`src/hdl/dsa_pkg.sv`:
```
`timescale 1ns / 1ps
package dsa_pkg;
  localparam int MaxDigits = 128;
  localparam int AddrW = $clog2(MaxDigits);
  localparam int CountW = $clog2(MaxDigits + 1);
  localparam int PosW = $clog2(2 * MaxDigits + 2);

  typedef enum logic [1:0] {
    OP_LOAD_A = 2'd0,
    OP_LOAD_B = 2'd1,
    OP_FETCH  = 2'd2,
    OP_NONE   = 2'd3
  } op_t;

  typedef struct packed {
    logic [1:0] op;
    logic       is_digit;
    logic       is_point;
    logic [3:0] digit;
  } cmd_t;

  localparam logic [7:0] CharZero = 8'h30;
  localparam logic [7:0] CharPoint = 8'h2e;
endpackage

```
`src/hdl/dsa_ram.sv`:
```
`timescale 1ns / 1ps
module dsa_ram #(
  parameter int Width = 4,
  parameter int Depth = 128
) (
  input  logic                     clk,
  input  logic                     we,
  input  logic [$clog2(Depth)-1:0] waddr,
  input  logic [Width-1:0]         wdata,
  input  logic [$clog2(Depth)-1:0] raddr,
  output logic [Width-1:0]         rdata
);
  logic [Width-1:0] mem [Depth];

  always_ff @(posedge clk) begin
    if (we) begin
      mem[waddr] <= wdata;
    end
    rdata <= mem[raddr];
  end
endmodule

```
`src/hdl/dsa_front.sv`:
```
`timescale 1ns / 1ps
module dsa_front import dsa_pkg::*; (
  input  logic       clk,
  input  logic       rst,
  input  logic       start,
  input  logic [1:0] op,
  input  logic [7:0] text_char,
  input  logic       q_full,
  output logic       busy,
  output logic       push,
  output cmd_t       push_cmd
);
  always_comb begin
    busy = q_full;
    push = start && !q_full && (op != OP_NONE);
    push_cmd.op = op;
    push_cmd.is_point = (text_char == CharPoint);
    push_cmd.is_digit = (text_char >= CharZero) && (text_char <= CharZero + 8'd9);
    push_cmd.digit = 4'(text_char - CharZero);
  end
  logic unused;
  assign unused = clk ^ rst;
endmodule

```
`src/hdl/dsa_queue.sv`:
```
`timescale 1ns / 1ps
module dsa_queue import dsa_pkg::*; (
  input  logic clk,
  input  logic rst,
  input  logic push,
  input  cmd_t push_cmd,
  input  logic pop,
  output logic full,
  output logic avail,
  output cmd_t head
);
  cmd_t slot [2];
  logic wp, rp;
  logic [1:0] count;

  assign full = (count == 2'd2);
  assign avail = (count != 2'd0);
  assign head = slot[rp];

  always_ff @(posedge clk) begin
    if (rst) begin
      wp <= 1'b0;
      rp <= 1'b0;
      count <= 2'd0;
    end else begin
      if (push) begin
        slot[wp] <= push_cmd;
        wp <= !wp;
      end
      if (pop) begin
        rp <= !rp;
      end
      count <= count + 2'(push) - 2'(pop);
    end
  end
endmodule

```
`src/hdl/dsa_back.sv`:
```
`timescale 1ns / 1ps
module dsa_back import dsa_pkg::*; (
  input  logic       clk,
  input  logic       rst,
  input  logic       avail,
  input  cmd_t       head,
  output logic       pop,
  output logic       done,
  output logic [7:0] sum_char,
  output logic       last,
  output logic       truncated
);
  typedef enum logic [2:0] {
    S_IDLE, S_FRAC, S_INT, S_SHIFT, S_READ, S_OUT
  } state_t;

  state_t state;
  logic [CountW-1:0] a_int_count, a_frac_count, b_int_count, b_frac_count;
  logic a_point_seen, b_point_seen, overflow_seen, sum_ready, carry;
  logic [CountW-1:0] idx;
  logic [CountW:0] sum_int_count;
  logic [PosW-1:0] read_position;
  logic stage;

  logic ai_we, af_we, bi_we, bf_we, si_we, sf_we;
  logic [AddrW-1:0] ai_wa, af_wa, bi_wa, bf_wa, sf_wa, ai_ra, af_ra, bi_ra, bf_ra, sf_ra;
  logic [AddrW:0] si_wa, si_ra;
  logic [3:0] ai_rd, af_rd, bi_rd, bf_rd, si_rd, sf_rd, si_wd, sf_wd;

  dsa_ram #(.Width(4), .Depth(MaxDigits)) u_ai (.clk, .we(ai_we), .waddr(ai_wa),
    .wdata(head.digit), .raddr(ai_ra), .rdata(ai_rd));
  dsa_ram #(.Width(4), .Depth(MaxDigits)) u_af (.clk, .we(af_we), .waddr(af_wa),
    .wdata(head.digit), .raddr(af_ra), .rdata(af_rd));
  dsa_ram #(.Width(4), .Depth(MaxDigits)) u_bi (.clk, .we(bi_we), .waddr(bi_wa),
    .wdata(head.digit), .raddr(bi_ra), .rdata(bi_rd));
  dsa_ram #(.Width(4), .Depth(MaxDigits)) u_bf (.clk, .we(bf_we), .waddr(bf_wa),
    .wdata(head.digit), .raddr(bf_ra), .rdata(bf_rd));
  dsa_ram #(.Width(4), .Depth(2 * MaxDigits)) u_si (.clk, .we(si_we), .waddr(si_wa),
    .wdata(si_wd), .raddr(si_ra), .rdata(si_rd));
  dsa_ram #(.Width(4), .Depth(MaxDigits)) u_sf (.clk, .we(sf_we), .waddr(sf_wa),
    .wdata(sf_wd), .raddr(sf_ra), .rdata(sf_rd));

  logic [CountW-1:0] flen, ilen;
  logic [4:0] dsum;
  logic a_in, b_in;
  logic is_load;

  assign flen = (a_frac_count > b_frac_count) ? a_frac_count : b_frac_count;
  assign ilen = (a_int_count > b_int_count) ? a_int_count : b_int_count;
  assign is_load = (head.op == OP_LOAD_A) || (head.op == OP_LOAD_B);

  // Digit index idx runs downward for the fraction and upward (from the ones digit) for the integer part.
  always_comb begin
    ai_ra = AddrW'(a_int_count - 1'b1 - idx);
    bi_ra = AddrW'(b_int_count - 1'b1 - idx);
    af_ra = AddrW'(idx);
    bf_ra = AddrW'(idx);
    if (state == S_FRAC) begin
      a_in = idx < a_frac_count;
      b_in = idx < b_frac_count;
      dsum = 5'(carry) + (a_in ? 5'(af_rd) : 5'd0) + (b_in ? 5'(bf_rd) : 5'd0);
    end else begin
      a_in = idx < a_int_count;
      b_in = idx < b_int_count;
      dsum = 5'(carry) + (a_in ? 5'(ai_rd) : 5'd0) + (b_in ? 5'(bi_rd) : 5'd0);
    end
    sf_wd = (dsum >= 5'd10) ? 4'(dsum - 5'd10) : dsum[3:0];
    si_wd = (state == S_SHIFT) ? 4'd1 : sf_wd;
    sf_wa = AddrW'(idx);
    si_wa = (AddrW+1)'(MaxDigits) + (AddrW+1)'(idx);
    sf_we = (state == S_FRAC) && stage;
    si_we = ((state == S_INT) && stage) || ((state == S_SHIFT) && carry);
    ai_we = (state == S_IDLE) && avail && (head.op == OP_LOAD_A) && !sum_ready &&
            head.is_digit && !a_point_seen && (a_int_count < CountW'(MaxDigits));
    bi_we = (state == S_IDLE) && avail && (head.op == OP_LOAD_B) && !sum_ready &&
            head.is_digit && !b_point_seen && (b_int_count < CountW'(MaxDigits));
    af_we = (state == S_IDLE) && avail && (head.op == OP_LOAD_A) && !sum_ready &&
            head.is_digit && a_point_seen && (a_frac_count < CountW'(MaxDigits));
    bf_we = (state == S_IDLE) && avail && (head.op == OP_LOAD_B) && !sum_ready &&
            head.is_digit && b_point_seen && (b_frac_count < CountW'(MaxDigits));
    ai_wa = AddrW'(a_int_count);
    bi_wa = AddrW'(b_int_count);
    af_wa = AddrW'(a_frac_count);
    bf_wa = AddrW'(b_frac_count);
    // Integer sum is stored reversed: ones digit at MaxDigits, leading 1 just above the top digit.
    si_ra = (AddrW+1)'(MaxDigits) + (AddrW+1)'(ilen) - 1'b1
            - (AddrW+1)'(read_position) + (AddrW+1)'(sum_int_count - (CountW+1)'(ilen));
    sf_ra = AddrW'(read_position - PosW'(sum_int_count) - 1'b1);
    pop = (state == S_IDLE) && avail && (is_load || sum_ready);
  end

  logic [PosW-1:0] total;
  assign total = PosW'(sum_int_count) + PosW'(flen) + 1'b1;

  always_ff @(posedge clk) begin
    if (rst) begin
      state <= S_IDLE;
      a_int_count <= '0; a_frac_count <= '0; b_int_count <= '0; b_frac_count <= '0;
      a_point_seen <= 1'b0; b_point_seen <= 1'b0; overflow_seen <= 1'b0;
      sum_ready <= 1'b0; sum_int_count <= '0; read_position <= '0;
      carry <= 1'b0; idx <= '0; stage <= 1'b0; done <= 1'b0;
      sum_char <= '0; last <= 1'b0; truncated <= 1'b0;
    end else begin
      done <= 1'b0;
      unique case (state)
        S_IDLE: begin
          if (avail) begin
            if (is_load && !sum_ready) begin
              if (head.op == OP_LOAD_A) begin
                if (head.is_point) a_point_seen <= 1'b1;
                if (ai_we) a_int_count <= a_int_count + 1'b1;
                if (af_we) a_frac_count <= a_frac_count + 1'b1;
                if (head.is_digit && !ai_we && !af_we) overflow_seen <= 1'b1;
              end else begin
                if (head.is_point) b_point_seen <= 1'b1;
                if (bi_we) b_int_count <= b_int_count + 1'b1;
                if (bf_we) b_frac_count <= b_frac_count + 1'b1;
                if (head.is_digit && !bi_we && !bf_we) overflow_seen <= 1'b1;
              end
            end else if (head.op == OP_FETCH) begin
              if (sum_ready) begin
                state <= S_READ;
              end else begin
                carry <= 1'b0;
                stage <= 1'b0;
                idx <= (flen == '0) ? '0 : flen - 1'b1;
                state <= (flen == '0) ? S_INT : S_FRAC;
              end
            end
          end
        end
        S_FRAC: begin
          stage <= !stage;
          if (stage) begin
            carry <= dsum >= 5'd10;
            if (idx == '0) state <= S_INT;
            else idx <= idx - 1'b1;
          end
        end
        S_INT: begin
          if (idx == ilen) begin
            state <= S_SHIFT;
          end else begin
            stage <= !stage;
            if (stage) begin
              carry <= dsum >= 5'd10;
              idx <= idx + 1'b1;
            end
          end
        end
        S_SHIFT: begin
          sum_int_count <= (CountW+1)'(ilen) + (CountW+1)'(carry);
          sum_ready <= 1'b1;
          read_position <= '0;
          state <= S_IDLE;
        end
        S_READ: state <= S_OUT;
        S_OUT: begin
          done <= 1'b1;
          truncated <= overflow_seen;
          last <= (read_position + 1'b1 >= total);
          if (read_position < PosW'(sum_int_count)) sum_char <= CharZero + 8'(si_rd);
          else if (read_position == PosW'(sum_int_count)) sum_char <= CharPoint;
          else sum_char <= CharZero + 8'(sf_rd);
          if (read_position + 1'b1 >= total) begin
            a_int_count <= '0; a_frac_count <= '0; b_int_count <= '0; b_frac_count <= '0;
            a_point_seen <= 1'b0; b_point_seen <= 1'b0; overflow_seen <= 1'b0;
            sum_ready <= 1'b0; sum_int_count <= '0; read_position <= '0;
          end else begin
            read_position <= read_position + 1'b1;
          end
          state <= S_IDLE;
        end
        default: state <= S_IDLE;
      endcase
    end
  end
endmodule

```
`src/hdl/decimal_string_adder_core.sv`:
```
`timescale 1ns / 1ps
// Channel   Ports                              Handshake
// request   op, text_char                      start high and busy low
// result    sum_char, last, truncated          done strobe, one cycle
// A load pops in the idle state; a fetch of a computed sum passes the read and output states.
// The first fetch adds both operands first, over every digit position of the longer fraction
// and integer parts, then the final carry; each position waits for its registered store read.
// A two-entry request queue decouples intake from the back end; busy is queue full.
// The receiver cannot stall; only the request side waits on busy.
// Reset is synchronous and clears all counts; digit stores are not cleared.
module decimal_string_adder_core import dsa_pkg::*; (
  input  logic       clk,
  input  logic       rst,
  input  logic       start,
  input  logic [1:0] op,
  input  logic [7:0] text_char,
  output logic       busy,
  output logic       done,
  output logic [7:0] sum_char,
  output logic       last,
  output logic       truncated
);
  logic q_full, push, pop, avail;
  cmd_t push_cmd, head;

  dsa_front u_front (.clk, .rst, .start, .op, .text_char, .q_full, .busy, .push, .push_cmd);
  dsa_queue u_queue (.clk, .rst, .push, .push_cmd, .pop, .full(q_full), .avail, .head);
  dsa_back u_back (.clk, .rst, .avail, .head, .pop, .done, .sum_char, .last, .truncated);

  a_no_push_full: assert property (@(posedge clk) disable iff (rst) q_full |-> !push)
    else $error("push while queue full");
  a_done_pulse: assert property (@(posedge clk) disable iff (rst) done |=> !done)
    else $error("done held two cycles");
  a_last_point: assert property (@(posedge clk) disable iff (rst)
    (done && last) |-> (sum_char != 8'h00))
    else $error("empty last char");
endmodule
```
`config.mk`:
```
export PLATFORM = sky130hd
export DESIGN_NAME = decimal_string_adder_core
export DESIGN_NICKNAME = d
export VERILOG_FILES = /design/src/hdl/dsa_pkg.sv /design/src/hdl/dsa_ram.sv /design/src/hdl/dsa_front.sv /design/src/hdl/dsa_queue.sv /design/src/hdl/dsa_back.sv /design/src/hdl/decimal_string_adder_core.sv
export SDC_FILE = /design/constraint.sdc
export NUM_CORES = 2
export LEC_CHECK = 0
export BUFFER_PORTS_ARGS = -buffer_cell sky130_fd_sc_hd__buf_4
export CAP_MARGIN = 20
export CORE_MARGIN = 2
export CORE_UTILIZATION = 35
export DETAILED_ROUTE_END_ITERATION = 8
export GPL_ROUTABILITY_DRIVEN = 1
export MAX_ROUTING_LAYER = met4
export SLEW_MARGIN = 20
export SYNTH_ARGS = -nofsm -noshare
export SYNTH_HDL_FRONTEND = slang
export SYNTH_SLANG_ARGS = --single-unit
```
`constraint.sdc`:
```
create_clock -name clk -period 14.7 [get_ports clk]
set_clock_uncertainty 0.1 [all_clocks]
set_input_delay 2.94 -clock clk [delete_from_list [all_inputs] [get_ports clk]]
set_output_delay 2.94 -clock clk [all_outputs]
set_load 0.02 [all_outputs]
```
## Word level (Yosys, flattened, before mapping)

Memory sizes are Yosys's and may differ from the RTL's. A register that Yosys moved wholly into a read port is not among the register bits.
Index checks and enable logic that the tools add are counted.

| storage, ports and cells | value |
|---|---|
| input bits | 13 |
| bits in registers | 82 |
| memory bits (writable) | 3600 |
| memories kept | 7 |

| cells by class | value |
|---|---|
| reduce and logical (&&, ||, !) cells | 60 |
| $add $sub $neg | 33 |
| magnitude comparators | 15 |
| equal/unequal tests | 33 |
| multiplexer cells | 99 |

Memories:

| name | depth | bits a word | rd ports | clocked after Yosys merged registers in | wr ports | line | text |
|---|---|---|---|---|---|---|---|
| u_back.u_si.mem | 256 | 4 | 1 | 1 | 1 | dsa_ram.sv:13 | `logic [Width-1:0] mem [Depth];` |
| u_back.u_af.mem | 128 | 4 | 1 | 1 | 1 | dsa_ram.sv:13 |  |
| u_back.u_ai.mem | 128 | 4 | 1 | 1 | 1 | dsa_ram.sv:13 |  |
| u_back.u_bf.mem | 128 | 4 | 1 | 1 | 1 | dsa_ram.sv:13 |  |
| u_back.u_bi.mem | 128 | 4 | 1 | 1 | 1 | dsa_ram.sv:13 |  |
| u_back.u_sf.mem | 128 | 4 | 1 | 1 | 1 | dsa_ram.sv:13 |  |
| +1 memories | -- | -- | -- | -- | -- | -- |  |

Operators with widths:

| operator | count |
|---|---|
| $mux 8 | 30 |
| $pmux 8 s2 | 4 |
| $reduce_and 6->1 | 9 |
| $add 8x1->8 const B | 5 |
| $mux 1 | 38 |
| $pmux 9 s2 | 2 |
| $lt 8x8->1 | 4 |
| $lt 8x8->1 const B | 4 |
| $logic_and 1x1->1 | 27 |
| $mux 4 | 6 |
| $ne 2x2->1 const B | 12 |
| $pmux 8 s3 | 1 |
| $sub 8x1->8 const B | 3 |
| $mux 3 | 7 |
| $sub 7x1->7 const B | 3 |
| $sub 7x7->7 | 3 |
| $add 9x1->9 const B | 2 |
| $mux 9 | 2 |
| $add 8x8->8 const A | 2 |
| $gt 8x8->1 | 2 |
| $logic_not 8->1 | 2 |
| $ne 2x1->1 const B | 8 |
| $sub 8x8->8 | 2 |
| $add 6x4->7 const A | 2 |
| other kinds (36) | 60 |

## Logic depth before layout (Yosys ltp)

| depth | value |
|---|---|
| word-level depth | 15 |
| mapped depth | 29 |
| depth with buffers taken out | 25 |

## Hierarchy

Synthesis repeated with hierarchy kept, for this count alone.

| unflattened totals | value |
|---|---|
| cells, all modules | 7630 |
| area total of the unflattened synthesis | 150436.8 sq um |

By module, submodules not included:

| module | sequential area each (sq um) | area each (sq um) | instances | cells an instance |
|---|---|---|---|---|
| dsa_ram (u_back.u_af ...) | 15454.8 | 20193.1 | 5 | 908 |
| dsa_ram (u_back.u_si) | 30829.6 | 40675.3 | 1 | 2051 |
| dsa_back | 1521.5 | 7893.8 | 1 | 979 |
| dsa_queue | 580.6 | 798.3 | 1 | 46 |
| dsa_front | 0.0 | 103.8 | 1 | 14 |

## Worst setup path before layout

No wires, ideal clock.

| path | value |
|---|---|
| path kind | register -> register |
| from | reg u_back.idx[1] |
| to | mem u_back.u_si.mem[0][2] (data pin) |
| setup time | 870 ps |
| data required time | 13730 ps |
| clock period less this slack | 15785 ps |
| path buffers | 3 |
| data arrival time | 14815 ps |
| setup slack | -1085 ps |
| cell stages (with the launch flop) | 20 |
| path through | dfxtp_1 > clkbuf_1 > buf_1 > clkbuf_1 > inv_1 > ha_1 > nor2b_1 > o21a_1 > o21ai_0 > a21oi_1 > o21a_1 > o21a_1 > o21ai_0 > nand3b_1 > fa_1 > mux2i_1 > o21a_1 > o21ba_2 > mux2i_1 > and2_1 |

| on the way | value |
|---|---|
| longest elaborated chain between the ends | 8 |
| elaborated cells between the ends (all ways) | 17 |

Ends and longest elaborated chain:

| element | line | text |
|---|---|---|
| start, declared | dsa_back.sv:20 | `logic [CountW-1:0] idx;` |
| start signal, assigned | dsa_back.sv:126 | `idx <= (flen == '0) ? '0 : flen - 1'b1;` |
| start signal, assigned | dsa_back.sv:137 | `else idx <= idx - 1'b1;` |
| start signal, assigned | dsa_back.sv:147 | `idx <= idx + 1'b1;` |
| $lt 8x8->1 (on tied branches) | dsa_back.sv:63, dsa_back.sv:59 |  |
| $mux 4 (on tied branches) | dsa_back.sv:65, dsa_back.sv:61 |  |
| $add 1x5->5 (on tied branches) | dsa_back.sv:65, dsa_back.sv:61 |  |
| $add 5x5->5 (on tied branches) | dsa_back.sv:65, dsa_back.sv:61 |  |
| $mux 5 (*) | dsa_back.sv:58 | `if (state == S_FRAC) begin` |
| net u_back.dsum[0] | dsa_back.sv:44 | `logic [4:0] dsum;` |
| $sub 4x4->4 or $ge 5x4->1 (tied branches) | dsa_back.sv:67 | `sf_wd = (dsum >= 5'd10) ? 4'(dsum - 5'd10) : dsum[3:0];` |
| $mux 4 (*) | dsa_back.sv:67 |  |
| net u_back.sf_wd[2] | dsa_back.sv:28 | `logic [3:0] ai_rd, af_rd, bi_rd, bf_rd, si_rd, sf_rd, si_wd, sf_wd;` |
| $mux 4 (*) | dsa_back.sv:68 | `si_wd = (state == S_SHIFT) ? 4'd1 : sf_wd;` |
| net u_back.si_wd[2] | dsa_back.sv:28 |  |
| end, declared | dsa_ram.sv:13 |  |

Mark *: on every way through the listed nets, which the timed path passes. The rest lies on a longest branch.

## Final worst setup path

| path | value |
|---|---|
| from | reg u_back.idx[1] |
| to | mem u_back.u_si.mem[47][2] (data pin) |

| on the way | value |
|---|---|
| longest elaborated chain between the ends | 8 |
| elaborated cells between the ends (all ways) | 17 |

Ends and longest elaborated chain:

| element | line |
|---|---|
| $lt 8x8->1 (on tied branches) | dsa_back.sv:63, dsa_back.sv:59 |
| $mux 4 (on tied branches) | dsa_back.sv:65, dsa_back.sv:61 |
| $add 1x5->5 (on tied branches) | dsa_back.sv:65, dsa_back.sv:61 |
| $add 5x5->5 (on tied branches) | dsa_back.sv:65, dsa_back.sv:61 |
| $mux 5 (*) | dsa_back.sv:58 |
| $sub 4x4->4 or $ge 5x4->1 (tied branches) | dsa_back.sv:67 |
| $mux 4 (*) | dsa_back.sv:67 |
| net u_back.sf_wd[2] | dsa_back.sv:28 |
| $mux 4 (*) | dsa_back.sv:68 |
| net u_back.si_wd[2] | dsa_back.sv:28 |

Marked as above.

==> Flow_metrics.wiki <==
{| class="wikitable"
! Metric !! Value
|-
| Number of design rule violations left after detail routing || 0
|-
| Cell type with the highest occurrence count on the critical path || sky130_fd_sc_hd__a21o_1
|-
| Area growth, synth to finish || 12.9%
|-
| Setup repair after global routing missed its margin || false
|-
| Setup slack after layout || 6090 ps
|-
| Req. time, crit path || 15,210 ps
|-
| Worst voltage drop across the vdd grid || 0.000848 V
|-
| Maximum single-stage delay on the critical path || 860 ps
|-
| Clock root buffer || sky130_fd_sc_hd__clkbuf_16
|-
| Number of distinct library cell variants in the gate-level netlist after synthesis || 75
|-
| DIE HEIGHT || 658 um
|-
| Total cell area at the placement stage || 0.157 mm2
|-
| Warnings from Yosys || 0
|-
| Endpoint of the worst hold path || u_back.truncated
|-
| Endpoints failing hold || 0
|-
| Insertion delay to the later sink of the worst-skew pair || 950 ps
|-
| Arrival time worst endpoint || 9120 ps
|-
| Run status || finished clean
|-
| Number of antenna violations at the first check in global routing || 6
|-
| R2r endpoint || u_back.u_si.mem[47][2]
|-
| Total of buffers placed on input and output ports || 22
|-
| Post-detail-place hpwl || 211,000 um
|-
| R2R cell count || 21
|-
| Top cell type by total area after synthesis || sky130_fd_sc_hd__edfxtp_1
|-
| Cell types occupying the most area after synthesis || sky130_fd_sc_hd__edfxtp_1 (72%), sky130_fd_sc_hd__mux4_2 (17%), sky130_fd_sc_hd__nor2_1 (2.6%)
|-
| Fraction of layout cells with a size suffix above 1 || 23.8%
|-
| Boundary pin count || 25
|-
| Number of synthesized register bits || 3,705
|-
| Core outline area || 0.427 mm2
|-
| Maximum number of pins on one net before global-route repair || 214
|-
| Hold crit path type || flip-flop to flip-flop
|-
| Reg2Reg Setup Slack || 6090 ps
|-
| Fin cells || 13,735
|-
| CTS H-tree depth || 5
|-
| Number of instances in the placed design || 13,043
|-
| Area of all placed cells without fillers || 0.169 mm2
|-
| Post-Syn Area || 0.150 mm2
|-
| Detailed Route WL || 350,000 um
|-
| Count of instances resized after the clock tree is built || 0
|-
| Top fanout value on the critical path || 96
|-
| Number of vias per cell after detailed routing || 5.35
|-
| Die area || 0.433 mm2
|-
| Max Cap Violations || 0
|-
| Global placement routability congestion || 0.873
|-
| Synthesized netlist cell count || 7,627
|-
| Avg Cell Area, Syn || 19.6 um2
|-
| Post-route fraction of the period consumed by the critical path || 58.6%
|-
| Clock tree from TritonCTS || built
|-
| Least-Margin Pin Slew || 1200 ps
|-
| Wire length of the first global-routing pass || 518,000 um
|-
| Leakage dissipation || 51.7 nW
|-
| Synth top area share || 72.2%
|-
| DR WL/cell || 25.5 um
|-
| Worst slack at placement || 6000 ps
|-
| CTS Sinks || 3,705
|-
| # setup viols final || 0
|-
| Setup Total Neg Slack || 0 ps
|-
| Final max-slew violation count || 0
|-
| Count of standard-cell rows || 240
|-
| Peak Freq || 116 MHz
|-
| Initial drt markers || 7,527
|-
| Setup fix buffers added after clock tree synthesis || 0
|-
| Share of async-settable or async-resettable flops after synthesis || 0%
|-
| Vias in the first global route || 76,235
|-
| Initial Util || 35.1%
|-
| Most common flop cell mapped by yosys || sky130_fd_sc_hd__edfxtp_1
|-
| Hold-fix buffer count after cts || 0
|-
| Start point of the worst min-delay path || u_back.overflow_seen
|-
| Maximum count of clock buffers along a single path || 4
|-
| Worst Path Class, Setup || flip-flop to flip-flop
|-
| Reg2Reg Launch Point || u_back.idx[1]
|-
| Setup crit end kind || flip-flop
|-
| Worst-path clk slew || 70 ps
|-
| Cell Chain, Critical Path || buf_12, buf_4, ha_1, a21o_1, a21o_1, a21o_1, a21o_1, a21oi_1, o211ai_1, fa_1, fa_1, nor2b_1, o21ai_0, o21ai_0, ha_1, o21a_1, o21ba_2, mux2i_4, buf_4, and2_4, buf_4
|-
| Number of buffers created by CTS || 376
|-
| GRT Residual Overflow || 0
|-
| Routed vias || 73,421
|-
| Power density cells || 241 mW/mm2
|-
| Headroom to the max-slew limit || 19.8%
|-
| Post-layout net count || 7,892
|-
| First-pass detailed-route iteration total || 6
|-
| Part of the Yosys area used for sequential elements || 73.6%
|-
| Worst Setup Start Kind || flip-flop
|-
| CP max stage cell || sky130_fd_sc_hd__buf_4
|-
| Post-route minimum period || 8610 ps
|-
| Final ANT Viol Nets || 0
|-
| Cell depth of the worst hold path || 2
|-
| Horizontal extent of the die || 658 um
|-
| Overall track demand over capacity in global routing || 16.3%
|-
| Number of synthesized flops with an enable pin || 3,600
|}
-- metal layers --
layer / wire length (um) / track usage, % / vias to the layer above
li1: - / - / 31105
met1: 145000 / 21.5 / 39094
met2: 175000 / 26.8 / 2693
met3: 22300 / 2.31 / 529
met4: 8050 / 3.72 / 0
met5: 0 / - / -
-- where the power goes --
group          internal (mW)  leakage (nW)  switching [mW]
combinational           3.04          12.5            9.30
clock                   5.42          5.89            3.98
sequential              18.8          33.4           0.114
-- cell families (layout without fill, tap and decap cells) --
family | after synthesis | count (layout) | synth area share (%)
simple gates | 1696 | 1696 | 4.71
fa+ha+maj | 142 | 142 | 1.27
xor+xnor | 101 | 101 | 0.591
other cells | 1 | 3 | 0.00250
flops | 3705 | 3705 | 73.6
buf+inv | 526 | 945 | 1.36
compound gates | 287 | 287 | 1.31
mux | 1169 | 1169 | 17.2
-- registers in the layout, indices dropped and copies added (netlist names), 2 cells and up, named ones only --
register and flops:
u_back.u_sf.mem 512, u_queue.count 2, u_back.sum_char 6, u_back.a_frac_count 8, u_back.b_int_count 8, u_back.u_af.mem 512, u_back.u_bi.mem 512, u_back.u_ai.mem 512
u_back.u_af.rdata 4, u_back.state 3, u_back.u_ai.rdata 4, u_back.u_si.rdata 4, u_back.u_si.mem 1024, u_back.u_bf.rdata 4, u_back.b_frac_count 8, u_back.a_int_count 8
u_back.read_position 9, u_back.idx 8, u_back.u_bi.rdata 4, u_back.u_bf.mem 512, u_queue.slot 16, u_back.u_sf.rdata 4, u_back.sum_int_count 9
-- how the worst max path moves through the flow --
| stage | from | endpoint | slack, ps | depth (start not counted) |
|---|---|---|---|---|
| floorplan | u_back.idx[1] | u_back.u_si.mem[0][2] | 310 | 19 |
| global placement | u_back.idx[1] | u_back.u_si.mem[30][2] | 6100 | 20 |
| detailed placement | u_back.idx[1] | u_back.u_si.mem[30][2] | 6000 | 20 |
| CTS | u_back.idx[1] | u_back.u_si.mem[7][2] | 6030 | 20 |
| global route | u_back.idx[1] | u_back.u_si.mem[46][2] | 5650 | 21 |
| finish | u_back.idx[1] | u_back.u_si.mem[47][2] | 6090 | 21 |
-- layout by cell type (no fill, tap or decap), types with 19 or more instances in the layout --
cell type | synthesis | layout
sky130_fd_sc_hd__nor2b_1 | 20 | 20
sky130_fd_sc_hd__clkinv_2 | 0 | 75
sky130_fd_sc_hd__clkinv_1 | 7 | 79
sky130_fd_sc_hd__mux2i_1 | 27 | 24
sky130_fd_sc_hd__bufinv_16 | 0 | 35
sky130_fd_sc_hd__nand2_1 | 325 | 320
sky130_fd_sc_hd__and3_1 | 20 | 20
sky130_fd_sc_hd__clkbuf_16 | 0 | 385
sky130_fd_sc_hd__buf_4 | 3 | 136
sky130_fd_sc_hd__ha_1 | 126 | 122
sky130_fd_sc_hd__edfxtp_1 | 3600 | 3600
sky130_fd_sc_hd__mux2_2 | 27 | 23
sky130_fd_sc_hd__a21oi_1 | 72 | 72
sky130_fd_sc_hd__clkinvlp_4 | 0 | 20
sky130_fd_sc_hd__nor3_1 | 45 | 45
sky130_fd_sc_hd__nor2_1 | 1043 | 1042
sky130_fd_sc_hd__xnor2_1 | 81 | 70
sky130_fd_sc_hd__nand3_1 | 112 | 93
sky130_fd_sc_hd__nand4_1 | 47 | 47
sky130_fd_sc_hd__o21ai_0 | 53 | 52
sky130_fd_sc_hd__dfxtp_1 | 105 | 101
sky130_fd_sc_hd__mux4_2 | 1115 | 1115
sky130_fd_sc_hd__clkbuf_1 | 279 | 74
sky130_fd_sc_hd__a21o_1 | 28 | 28
sky130_fd_sc_hd__inv_1 | 99 | 99
sky130_fd_sc_hd__nand3_2 | 0 | 19
-- cell usage after synthesis (all sizes together), types with 53 or more instances --
cell,count
buf,140
nor2,1043
nand3,112
mux4,1115
edfxtp,3600
inv,100
xnor2,81
nand2,326
clkbuf,279
o21ai,53
dfxtp,105
ha,126
a21oi,72
-- cell type report --
class | count | area [um2]
inverter | 107 | 404
multi-input combinational | 3397 | 37900
clock buffer | 459 | 9910
sequential | 3705 | 110000
timing repair buffer | 150 | 1290
tap | 5687 | 7120
fill | 37509 | 258000
clock inverter | 229 | 2180
antenna | 1 | 2.50
-- worst max-delay path, delay by kind of cell (launching register included) --
kind                     cells  cell delay, ps
AO/OA/AOI/OAI               10            1800
adder cells (fa/ha/maj)      4            1660
flip-flops                   1             750
buffers and inverters        4            2470
AND/OR/NAND/NOR              2             950
multiplexers                 1             320
-- stage by stage --
stage / power, mW / hold WS (ps) / utilization (%)
global placement: 30.9 / 348 / 36.8
finish: 40.7 / 365 / 39.6
detailed placement: 31.7 / 358 / 36.8
global route: 42.4 / 404 / 39.6
floorplan: 22.5 / 331 / -
CTS: 41.0 / 367 / 39.6
No activity file was read; power rests on OpenSTA's default activity.
